[src/design/plw_pkg.sv]
`timescale 1ns / 1ps

package plw_pkg;

  // Sizes settled by the item fields
  localparam int SAMPLE_W = 48;
  localparam int CFG_INDEX_W = 3;
  localparam int CFG_DATA_W = 16;

  // Default sizes of the internal counters
  localparam int COUNT_BITS_DEF = 48;
  localparam int TIME_BITS_DEF = 32;

  // Register reset values
  localparam logic [15:0] CHECK_INTERVAL_RST = 16'd5;
  localparam logic [7:0]  FAIL_LIMIT_RST     = 8'd3;
  localparam logic [15:0] COOLDOWN_TIME_RST  = 16'd60;
  localparam logic [7:0]  OFF_PAUSE_RST      = 8'd3;
  localparam logic [15:0] IDLE_TIME_RST      = 16'd0;

  localparam logic [7:0]  FAIL_MAX = 8'hFF;

  typedef enum logic [CFG_INDEX_W-1:0] {
    REG_CHECK_INTERVAL = 3'd0,
    REG_FAIL_LIMIT     = 3'd1,
    REG_COOLDOWN_TIME  = 3'd2,
    REG_OFF_PAUSE      = 3'd3,
    REG_IDLE_TIME      = 3'd4,
    REG_SCOPE_SEL      = 3'd5
  } reg_index_t;

  typedef enum logic [1:0] {
    SCOPE_PROBE   = 2'd0,
    SCOPE_TRAFFIC = 2'd1,
    SCOPE_BOTH    = 2'd2,
    SCOPE_ALL     = 2'd3
  } scope_t;

  typedef enum logic [1:0] {
    CAUSE_NONE  = 2'd0,
    CAUSE_IDLE  = 2'd1,
    CAUSE_PROBE = 2'd2
  } cause_t;

  localparam scope_t SCOPE_SEL_RST = SCOPE_BOTH;

  typedef struct packed {
    logic                probe_ok;
    logic                count_ok;
    logic [SAMPLE_W-1:0] packet_count;
  } tick_in_t;

  typedef struct packed {
    logic        checked;
    logic        power_cycle;
    logic [1:0]  cause;
    logic [7:0]  failures;
    logic [15:0] cycle_total;
  } tick_out_t;

endpackage

[src/design/port_liveness_watchdog_unit.sv]
`timescale 1ns / 1ps

// Channel   Direction  Handshake           Payload
// -------   ---------  ------------------  --------------------------------------
// in        input      in_valid/in_stall   tick_in_t: probe_ok, count_ok, packet_count
// out       output     out_valid/out_stall tick_out_t: checked, power_cycle, cause,
//                                          failures, cycle_total
// cfg       input      cfg_wr_en           cfg_index, cfg_data (no read-back)
//
// One tick per cycle while in_stall is low: an accepted tick is evaluated in its transfer
// cycle and its result enters the output register on that edge, or the skid when out is held.
// The path is three wrapped time subtracts, the idle-window compare and the packet compare.
// A skid register behind the result register keeps ticks flowing while one result
// waits; in_stall rises only when both hold a result.
// rst is synchronous: restore register defaults, clear timers, counts, baseline and entries.

module port_liveness_watchdog_unit import plw_pkg::*; #(
  parameter int COUNT_BITS = COUNT_BITS_DEF,
  parameter int TIME_BITS  = TIME_BITS_DEF
) (
  input  logic                   clk,
  input  logic                   rst,
  input  logic                   cfg_wr_en,
  input  logic [CFG_INDEX_W-1:0] cfg_index,
  input  logic [CFG_DATA_W-1:0]  cfg_data,
  input  logic                   in_valid,
  output logic                   in_stall,
  input  tick_in_t               in_data,
  output logic                   out_valid,
  input  logic                   out_stall,
  output tick_out_t              out_data
);

  // Configuration registers
  logic [15:0] check_interval;
  logic [7:0]  fail_limit;
  logic [15:0] cooldown_time;
  logic [7:0]  off_pause;
  logic [15:0] idle_time;
  scope_t      scope_sel;

  // Watchdog state
  logic [TIME_BITS-1:0]  seconds_now;
  logic [TIME_BITS-1:0]  next_check_time, next_check_time_next;
  logic [TIME_BITS-1:0]  cooldown_end, cooldown_end_next;
  logic [7:0]            fail_counter, fail_counter_next;
  logic [15:0]           cycles_done_count, cycles_done_count_next;
  logic                  baseline_valid, baseline_valid_next;
  logic [COUNT_BITS-1:0] baseline_count, baseline_count_next;
  logic [TIME_BITS-1:0]  baseline_time, baseline_time_next;

  // Output entries
  tick_out_t skid_data;
  logic      skid_valid;
  tick_out_t result;

  logic                  in_xfer;
  logic                  out_free;
  logic [COUNT_BITS-1:0] sample;
  logic [TIME_BITS-1:0]  due_diff, cool_diff, idle_elapsed;
  logic                  due, cool_over;
  logic                  probe_watch, traffic_watch;
  logic                  idle_window;
  logic [7:0]            fail_bumped;
  logic                  idle_trip, probe_trip;
  logic [TIME_BITS-1:0]  cycle_end;

  assign in_stall = skid_valid;
  assign in_xfer  = in_valid && !in_stall;
  assign out_free = !out_valid || !out_stall;

  // Take the sample modulo the baseline width
  assign sample = COUNT_BITS'(in_data.packet_count);

  // "Reached" means the wrapped difference has its top bit clear
  assign due_diff     = seconds_now - next_check_time;
  assign cool_diff    = seconds_now - cooldown_end;
  assign idle_elapsed = seconds_now - baseline_time;
  assign due          = !due_diff[TIME_BITS-1];
  assign cool_over    = !cool_diff[TIME_BITS-1];
  assign idle_window  = idle_elapsed >= TIME_BITS'(idle_time);

  assign probe_watch   = scope_sel != SCOPE_TRAFFIC;
  assign traffic_watch = scope_sel != SCOPE_PROBE;

  assign fail_bumped = (fail_counter == FAIL_MAX) ? fail_counter : fail_counter + 8'd1;
  assign cycle_end   = seconds_now + TIME_BITS'(off_pause) + TIME_BITS'(cooldown_time);

  // Triggers apply only when a check actually runs
  assign idle_trip = traffic_watch && (idle_time != 16'd0) && in_data.count_ok
                     && baseline_valid && idle_window && (sample <= baseline_count);
  assign probe_trip = probe_watch && !in_data.probe_ok && (fail_bumped >= fail_limit);

  // Per-tick evaluation
  always_comb begin
    next_check_time_next   = next_check_time;
    cooldown_end_next      = cooldown_end;
    fail_counter_next      = fail_counter;
    cycles_done_count_next = cycles_done_count;
    baseline_valid_next    = baseline_valid;
    baseline_count_next    = baseline_count;
    baseline_time_next     = baseline_time;
    result.checked         = 1'b0;
    result.power_cycle     = 1'b0;
    result.cause           = CAUSE_NONE;

    if (due) begin
      next_check_time_next = seconds_now + TIME_BITS'(check_interval);
      if (cool_over) begin
        result.checked    = 1'b1;
        // Pull the cooldown mark up so it never goes stale across wraps
        cooldown_end_next = seconds_now;

        if (traffic_watch && (idle_time != 16'd0) && in_data.count_ok) begin
          if (!baseline_valid) begin
            baseline_valid_next = 1'b1;
            baseline_count_next = sample;
            baseline_time_next  = seconds_now;
          end else if (idle_window && !idle_trip) begin
            // Traffic grew: advance the baseline
            baseline_count_next = sample;
            baseline_time_next  = seconds_now;
          end
        end

        if (idle_trip) begin
          result.power_cycle     = 1'b1;
          result.cause           = CAUSE_IDLE;
          fail_counter_next      = 8'd0;
          cycles_done_count_next = cycles_done_count + 16'd1;
          cooldown_end_next      = cycle_end;
        end else if (probe_watch) begin
          if (in_data.probe_ok) begin
            fail_counter_next = 8'd0;
          end else if (probe_trip) begin
            result.power_cycle     = 1'b1;
            result.cause           = CAUSE_PROBE;
            fail_counter_next      = 8'd0;
            cycles_done_count_next = cycles_done_count + 16'd1;
            cooldown_end_next      = cycle_end;
          end else begin
            fail_counter_next = fail_bumped;
          end
        end
      end
    end

    result.failures    = fail_counter_next;
    result.cycle_total = cycles_done_count_next;
  end

  // Configuration writes; indexes past the list are dropped
  always_ff @(posedge clk) begin
    if (rst) begin
      check_interval <= CHECK_INTERVAL_RST;
      fail_limit     <= FAIL_LIMIT_RST;
      cooldown_time  <= COOLDOWN_TIME_RST;
      off_pause      <= OFF_PAUSE_RST;
      idle_time      <= IDLE_TIME_RST;
      scope_sel      <= SCOPE_SEL_RST;
    end else if (cfg_wr_en) begin
      case (cfg_index)
        REG_CHECK_INTERVAL: check_interval <= cfg_data;
        REG_FAIL_LIMIT:     fail_limit     <= cfg_data[7:0];
        REG_COOLDOWN_TIME:  cooldown_time  <= cfg_data;
        REG_OFF_PAUSE:      off_pause      <= cfg_data[7:0];
        REG_IDLE_TIME:      idle_time      <= cfg_data;
        REG_SCOPE_SEL:      scope_sel      <= scope_t'(cfg_data[1:0]);
        default: ;
      endcase
    end
  end

  // Advance the watchdog state once per tick transfer
  always_ff @(posedge clk) begin
    if (rst) begin
      seconds_now       <= '0;
      next_check_time   <= '0;
      cooldown_end      <= '0;
      fail_counter      <= '0;
      cycles_done_count <= '0;
      baseline_valid    <= 1'b0;
      baseline_count    <= '0;
      baseline_time     <= '0;
    end else if (in_xfer) begin
      seconds_now       <= seconds_now + TIME_BITS'(1);
      next_check_time   <= next_check_time_next;
      cooldown_end      <= cooldown_end_next;
      fail_counter      <= fail_counter_next;
      cycles_done_count <= cycles_done_count_next;
      baseline_valid    <= baseline_valid_next;
      baseline_count    <= baseline_count_next;
      baseline_time     <= baseline_time_next;
    end
  end

  // Result register plus skid: drain the skid first, park a new result
  // there when the result register is held by a stall
  always_ff @(posedge clk) begin
    if (rst) begin
      out_valid  <= 1'b0;
      skid_valid <= 1'b0;
    end else if (out_free) begin
      out_valid  <= skid_valid || in_xfer;
      skid_valid <= 1'b0;
    end else if (in_xfer) begin
      skid_valid <= 1'b1;
    end
  end

  always_ff @(posedge clk) begin
    if (out_free) begin
      if (skid_valid) begin
        out_data <= skid_data;
      end else if (in_xfer) begin
        out_data <= result;
      end
    end else if (in_xfer) begin
      skid_data <= result;
    end
  end

endmodule

[config.mk]
export PLATFORM = sky130hd
export DESIGN_NAME = port_liveness_watchdog_unit
export DESIGN_NICKNAME = d
export VERILOG_FILES = /design/src/design/plw_pkg.sv /design/src/design/port_liveness_watchdog_unit.sv
export SDC_FILE = /design/constraint.sdc
export NUM_CORES = 1
export LEC_CHECK = 0
export BUFFER_PORTS_ARGS = -buffer_cell sky130_fd_sc_hd__buf_4
export CORE_AREA = 2 2 225 205
export CTS_BUF_LIST = sky130_fd_sc_hd__clkbuf_8
export CTS_CLUSTER_SIZE = 40
export DETAILED_ROUTE_END_ITERATION = 8
export DIE_AREA = 0 0 227 207
export PLACE_DENSITY = 0.61
export SETUP_SLACK_MARGIN = 0.1
export SLEW_MARGIN = 10
export SYNTH_ARGS = -nofsm -noshare
export SYNTH_HDL_FRONTEND = slang
export SYNTH_SLANG_ARGS = --single-unit
[constraint.sdc]
create_clock -name clk -period 5.5 [get_ports clk]
set_input_delay 0.55 -clock clk [delete_from_list [all_inputs] [get_ports clk]]
set_output_delay 0.55 -clock clk [all_outputs]
set_load 0.05 [all_outputs]
==> results of run 1 <==
cells in the mapped netlist (5+ instances only):
master | number | area (um2)
and3_1 | 24 | 150
a21boi_0 | 5 | 37.5
clkbuf_1 | 102 | 383
nor4_1 | 22 | 138
a32oi_1 | 7 | 61.3
or3_1 | 30 | 188
o21a_1 | 12 | 90.1
buf_6 | 7 | 78.8
mux2i_1 | 22 | 220
a21oi_1 | 251 | 1260
a21o_1 | 70 | 526
o21bai_1 | 6 | 45.0
buf_1 | 13 | 48.8
xnor2_1 | 52 | 455
nor3_1 | 30 | 150
nand3_1 | 143 | 716
ha_1 | 206 | 2580
nand2b_1 | 16 | 100
a211oi_1 | 17 | 128
and2_1 | 10 | 62.6
nor2_1 | 156 | 586
inv_1 | 208 | 781
a31oi_1 | 50 | 313
nor2b_1 | 27 | 169
o31ai_1 | 46 | 345
o21ai_1 | 6 | 30.0
o211ai_1 | 16 | 120
or4_1 | 28 | 210
dfxtp_1 | 269 | 5390
nand2_1 | 251 | 942
nand4_1 | 40 | 250
o21ai_0 | 171 | 856
or2_2 | 12 | 75.1
a2111oi_0 | 6 | 52.6
xor2_1 | 28 | 245
mux2_2 | 14 | 158
fa_1 | 11 | 220
buf_2 | 20 | 100
edfxtp_1 | 56 | 1680
o22ai_1 | 11 | 68.8
o32ai_1 | 7 | 61.3
routing by layer:
layer / routed length [um] / global-route usage [%] / part of all wire (%) / up-vias
met5: 0 / 0 / 0 / -
met4: 1650 / 7.53 / 2.9 / 0
met3: 3200 / 4.91 / 5.6 / 86
met2: 26100 / 39.0 / 45 / 410
met1: 26600 / 32.3 / 46 / 8836
li1: - / - / - / 9295
metrics by stage:
step / TNS (ns) / instance area (um2) / hold slack [ns]
after global placement: 0 / 22200 / 0.448
final: 0 / 23500 / 0.140
after floorplan: 0 / 20800 / 0.436
after CTS: 0 / 23300 / 0.0982
after global routing: 0 / 23500 / 0.119
after detailed placement: -0.000798 / 22200 / 0.453
cell families after synthesis:
| logic type | share of synthesized area [%] |
|---|---|
| adder cells (fa/ha/maj) | 13.5 |
| flip-flops | 34.0 |
| multiplexers | 1.93 |
| AO/OA/AOI/OAI | 21.3 |
| XOR/XNOR | 3.37 |
| AND/OR/NAND/NOR | 19.1 |
| buffers and inverters | 6.80 |
power groups by stage:
stage	logic (W)	registers, W	clock network, W
global route	0.00177	0.00265	0.00241
global placement	0.00152	0.00268	0
finish	0.00160	0.00264	0.00224
CTS	0.00157	0.00264	0.00230
detailed placement	0.00156	0.00269	0
floorplan	0.00106	0.00273	0
sequential cells by signal, summed over array words and instances (netlist names):
register and flops:
baseline_count 48, baseline_time 32, baseline_valid 1, check_interval 16, cooldown_end 32, cooldown_time 16
cycles_done_count 16, fail_counter 8, fail_limit 8, idle_time 16, in_stall 1, next_check_time 32
off_pause 8, out_data 28, out_valid 1, scope_sel 2, seconds_now 32, skid_data 28
worst max-delay path, delay by kind of cell, from the launching register on:
kind | cells | cell delay, ns
simple gates | 6 | 1.37
flops | 1 | 0.33
xor+xnor | 1 | 0.13
compound gates | 10 | 1.63
buf+inv | 3 | 0.60
fa+ha+maj | 3 | 0.93
layout make-up:
class / count / area share, %
clock buffer: 70 / 4.11
multi-input combinational: 1873 / 52.7
timing repair buffer: 164 / 5.68
sequential: 325 / 30.1
clock inverter: 33 / 0.741
tap: 608 / 3.24
inverter: 210 / 3.36
worst min-delay path by stage:
stage | startpoint | end | slack (ns)
6_report | in_data[0] | baseline_count[0] | 0.14
5_1_grt | in_data[20] | baseline_count[20] | 0.12
2_1_floorplan | cooldown_time[0] | cooldown_time[0] | 0.44
3_3_place_gp | cooldown_time[0] | cooldown_time[0] | 0.45
3_5_place_dp | cooldown_time[0] | cooldown_time[0] | 0.45
4_1_cts | in_data[0] | baseline_count[0] | 0.1
repair_timing:
item / CTS / global route
gates resized for setup: 2 / 9
pin swaps: 0 / 1
hold buffers: 0 / 0
setup endpoints to repair: 135 / 179
gates cloned: 0 / 2
setup buffers: 0 / 5
==> flow_summary.toml, run 1 <==
[run_status]
outcome = "finished clean"

[global_routing]
grtUsageTotal_pct = 24.1
antenna_found_initial = 0
grt_pass1_vias = 17904
grt_pass1_wl_um = 92100
grt_start_max_net_pins = 87
grt-ovfl-total = 0

[critical_path]
arrival_ns = 5.70
cp_cell_sequence = "inv_1 > ha_1 > fa_1 > nand2b_1 > a21oi_2 > o21ai_1 > a21oi_1 > nor2_1 > xnor2_1 > ha_1 > a21o_1 > a21o_1 > a221oi_1 > a21boi_1 > o31ai_1 > or4b_1 > nor4_4 > nand4_4 > buf_4 > nor3_4 > clkbuf_16 > o21ai_0 > a21oi_1"
crit_fanout = 80
cp_slowest_cell = "or4b_1"
reg2regPathDepth = 23
r2r_end = "baseline_time[24]"
r2r_slack_ns = 0.34
worst_path_largest_cell_delay_ns = 0.57
path_class = "reg -> reg"
cp-start-kind = "flop"
critPathCapture = "baseline_time[24]"
endpoint_kind = "flop"
startpoint = "seconds_now[0]"
r2r-start = "seconds_now[0]"
required_ns = 6.04

[final_layout]
finish.net_count = 2923
stdcell_count = 3283
regArea_um2 = 7070
syn2layout_area_growth_pct = 12.8
drive_gt1_share_pct = 11.1
layout_commonest_cell = "dfxtp_1"
final.fill_count = 4336
diodes = 0
fin_util_pct = 52.3
layout_common_cells = "dfxtp_1, nand2_1, a21oi_1"
multi_input_area_um2 = 12400

[power_and_ir_drop]
p_leak_nw = 9.59
peakVddDrop_uv = 191
p_int_w = 0.00433
power.density_nw_per_um2 = 276
power_frac_seq_pct = 40.7
switching_power_w = 0.00215
p_sw_share_pct = 33.2
power.total_w = 0.00648
power_frac_comb_pct = 24.7
p_clk_share_pct = 34.6

[floorplanning]
core_area_um2 = 44800
io_pins = 104
die_w_um = 227
die-area_um2 = 47000
fp.dieH_um = 207
rows = 74
start_util_pct = 46.4

[placement]
dp_cells = 3173
dpl_worst_slack_ns = -0.000798
hpwl_um = 40900
port_buffers = 103
gp_congestion = 0.860

[clock_network]
cts_buffers = 58
cts_root_buf = "clkbuf_8"
cts_tree = "done"
h-tree-depth = 2
clkLatencyLatePin_ns = 0.68
cts.sinks = 325
clk_path_buf_depth = 3
clkTransAtPathRegs_ns = 0.07

[timing]
fin_crit_sh_pct = 93.8
slew_violations = 0
fmax_ghz = 0.194
setup_ws_ns = 0.343
grt_setup_unrepaired = "yes"
period_minus_slack_ns = 5.16
slew_headroom_pct = 22.4
clock_skew_ns = 0.0533
finalHoldViolCount = 0
worstMarginPinSlew_ns = 1.16
finalSetupViolCount = 0

[detailed_routing]
detail_route.wl_per_cell_um = 17.5
vias_per_cell = 5.67
drtPass1Iterations = 7
drt-initial-drc-count = 1287
ant_nets = 0
wirelength_um = 57500
vias = 18627
drc_errors = 0

[hold_path]
holdPathStages = 3
min_path_type = "in -> reg"

[synthesis]
yosys_warnings = 0
ys_seq_area_share_pct = 34.0
synth_cell_types = 83
synthesis.nets = 2843
synth_seq_cells = 325
synth_cells = 2552
netlist_area_um2 = 20800
syn_avg_cell_area_um2 = 8.15
synth_enable_flop_cells = 56
async_flop_share_pct = 0
synth_flop_cell = "dfxtp_1"

[flow_run]
drv_cap = 0
No activity file was read; power rests on OpenSTA's default activity.
==> run 2: changes to the inputs <==
--- a/config.mk
+++ b/config.mk
@@ -6,12 +6,12 @@
 export NUM_CORES = 1
 export LEC_CHECK = 0
 export BUFFER_PORTS_ARGS = -buffer_cell sky130_fd_sc_hd__buf_4
-export CORE_AREA = 2 2 225 205
+export CORE_AREA = 5 5 278 171
 export CTS_BUF_LIST = sky130_fd_sc_hd__clkbuf_8
 export CTS_CLUSTER_SIZE = 40
 export DETAILED_ROUTE_END_ITERATION = 8
-export DIE_AREA = 0 0 227 207
-export PLACE_DENSITY = 0.61
+export DIE_AREA = 0 0 283 176
+export PLACE_DENSITY = 0.62
 export SETUP_SLACK_MARGIN = 0.1
 export SLEW_MARGIN = 10
 export SYNTH_ARGS = -nofsm -noshare
==> constraint.sdc (replaced) <==
create_clock -name clk -period 5.5 [get_ports clk]
set_input_delay 0.275 -clock clk [delete_from_list [all_inputs] [get_ports clk]]
set_output_delay 0.275 -clock clk [all_outputs]
set_load 0.05 [all_outputs]
==> flow_summary.toml, run 2 (synthesis gave the netlist of run 1 again) <==
[run_status]
outcome = "finished clean"

[clock_network]
clkTransAtPathRegs_ns = 0.06
clkLatencyLatePin_ns = 0.62
cts_tree = "done"
cts_root_buf = "clkbuf_8"
clk_path_buf_depth = 3
h-tree-depth = 2
cts_buffers = 53
cts.sinks = 325

[timing]
worstMarginPinSlew_ns = 1.13
clock_skew_ns = 0.0347
final.setup.tns_ns = 0
slew_headroom_pct = 24.6
finalHoldViolCount = 0
fmax_ghz = 0.191
slew_violations = 0
period_minus_slack_ns = 5.23
finalSetupViolCount = 0
fin_crit_sh_pct = 95.1
grt_setup_unrepaired = "no"

[floorplanning]
io_pins = 104
core_area_um2 = 44500
die_w_um = 283
start_util_pct = 46.7
rows = 60
fp.dieH_um = 176
die-area_um2 = 49800

[global_routing]
grt_pass1_wl_um = 96000
grtUsageTotal_pct = 23.0
grt_pass1_vias = 18002
grt-ovfl-total = 0
antenna_found_initial = 0
grt_start_max_net_pins = 87

[final_layout]
finish.net_count = 2991
layout_commonest_cell = "dfxtp_1"
syn2layout_area_growth_pct = 16.8
diodes = 0
drive_gt1_share_pct = 11.9
final.fill_count = 4123
layout_common_cells = "dfxtp_1, nand2_1, a21oi_1"
largest_reg_flops = 48
largest-register = "baseline_count"
stdcell_count = 3330

[placement]
dp_cells = 3152
port_buffers = 103
gp_congestion = 0.889
hpwl_um = 42200

[flow_run]
drv_cap = 0

[power_and_ir_drop]
power.total_w = 0.00655
peakVddDrop_uv = 200
power.density_nw_per_um2 = 270
p_leak_nw = 9.90

[critical_path]
path_class = "reg -> reg"
cp_slowest_cell = "or4b_4"
worst_path_largest_cell_delay_ns = 0.53
cp-start-kind = "flop"
arrival_ns = 5.58
endpoint_kind = "flop"
crit_path_frequent_cell = "a21o_1"
crit_fanout = 12
required_ns = 5.85
cp_cell_sequence = "inv_1 > ha_4 > o211ai_1 > a21o_1 > a211oi_2 > buf_4 > a21oi_1 > o21ai_1 > xor2_1 > ha_1 > a21o_1 > a221oi_2 > a21boi_2 > o31ai_1 > or4b_4 > nor4_4 > nand4_4 > o21ai_4 > buf_12 > nor4_1 > a221o_1"

[detailed_routing]
wirelength_um = 60700
vias = 19285
vias_per_cell = 5.79
drtPass1Iterations = 5
drc_errors = 0
detail_route.wl_per_cell_um = 18.2
drt-initial-drc-count = 1610
ant_nets = 0

[hold_path]
min_path_type = "in -> reg"
## run 2: cell types whose count changed in the layout (fill, tap and decap cells not counted), sizes merged
| cell | delta |
|---|---|
| dlygate4sd3 | +67 |
| clkbuf | -1 |
| inv | -3 |
| buf | +5 |
| bufinv | -1 |
| clkinvlp | -1 |
## run 2: critical path, delay by kind of cell (launching register included)
family          cells  cell delay [ns]
flops               1             0.33
simple gates        4             1.15
xor+xnor            1             0.22
compound gates     11             2.22
buf+inv             3             0.43
fa+ha+maj           2             0.60
## run 2: repair_timing
| item | CTS | global route |
|---|---|---|
| cloned | 0 | 5 |
| pin swaps | 0 | 12 |
| setup endpoints to repair | 46 | 188 |
| hold buffers | 67 | 0 |
| gates resized for setup | 1 | 44 |
| setup buffers | 0 | 10 |
| hold endpoints to repair | 116 | 0 |
## run 2: through the flow
stage / area, um2 / utilization [%] / worst slack, ns / hold WS (ns)
after floorplan: 20800 / - / 0.386 / 0.399
after global placement: 22100 / 49.7 / 0.228 / 0.448
after detailed placement: 22100 / 49.7 / 0.0721 / 0.449
after CTS: 23900 / 53.6 / 0.103 / 0.0569
after global routing: 24300 / 54.5 / 0.0298 / 0.0840
final: 24300 / 54.5 / 0.268 / 0.121
## run 2: worst paths after layout
| check | from | cells after the start | to | slack (ns) |
|---|---|---|---|---|
| worst max-delay path | baseline_time[2] | 21 | out_data[0] | 0.27 |
| worst min-delay path | cfg_index[2] | 4 | scope_sel[1] | 0.12 |
| worst max register to register | baseline_time[2] | 21 | out_data[0] | 0.27 |
| worst min register to register | cooldown_time[0] | 2 | cooldown_time[0] | 0.46 |
## run 2: area by class of cell
cell class	instances	area, um2	area share, %
Clock buffer	68	936	3.85
Inverter	210	788	3.25
Sequential cell	325	7070	29.1
Clock inverter	28	130	0.536
Multi-Input combinational cell	1873	12500	51.5
Tap cell	589	737	3.04
Timing Repair Buffer	237	2110	8.70
## run 2: where the power goes
group / switching, W / leakage, nW / internal, W
clock: 0.00104 / 0.615 / 0.00111
sequential: 0.0000707 / 2.72 / 0.00257
combinational: 0.00111 / 6.57 / 0.000644
total: 0.00223 / 9.90 / 0.00432
## run 2: layer usage
metal  track usage (%)  routed length (um)  vias up
met3              4.08                4300       84
li1                  -                   -     9433
met4              4.92                1090        0
met5                 0                   0        -
met1              35.0               30500     9164
met2              34.2               24900      604
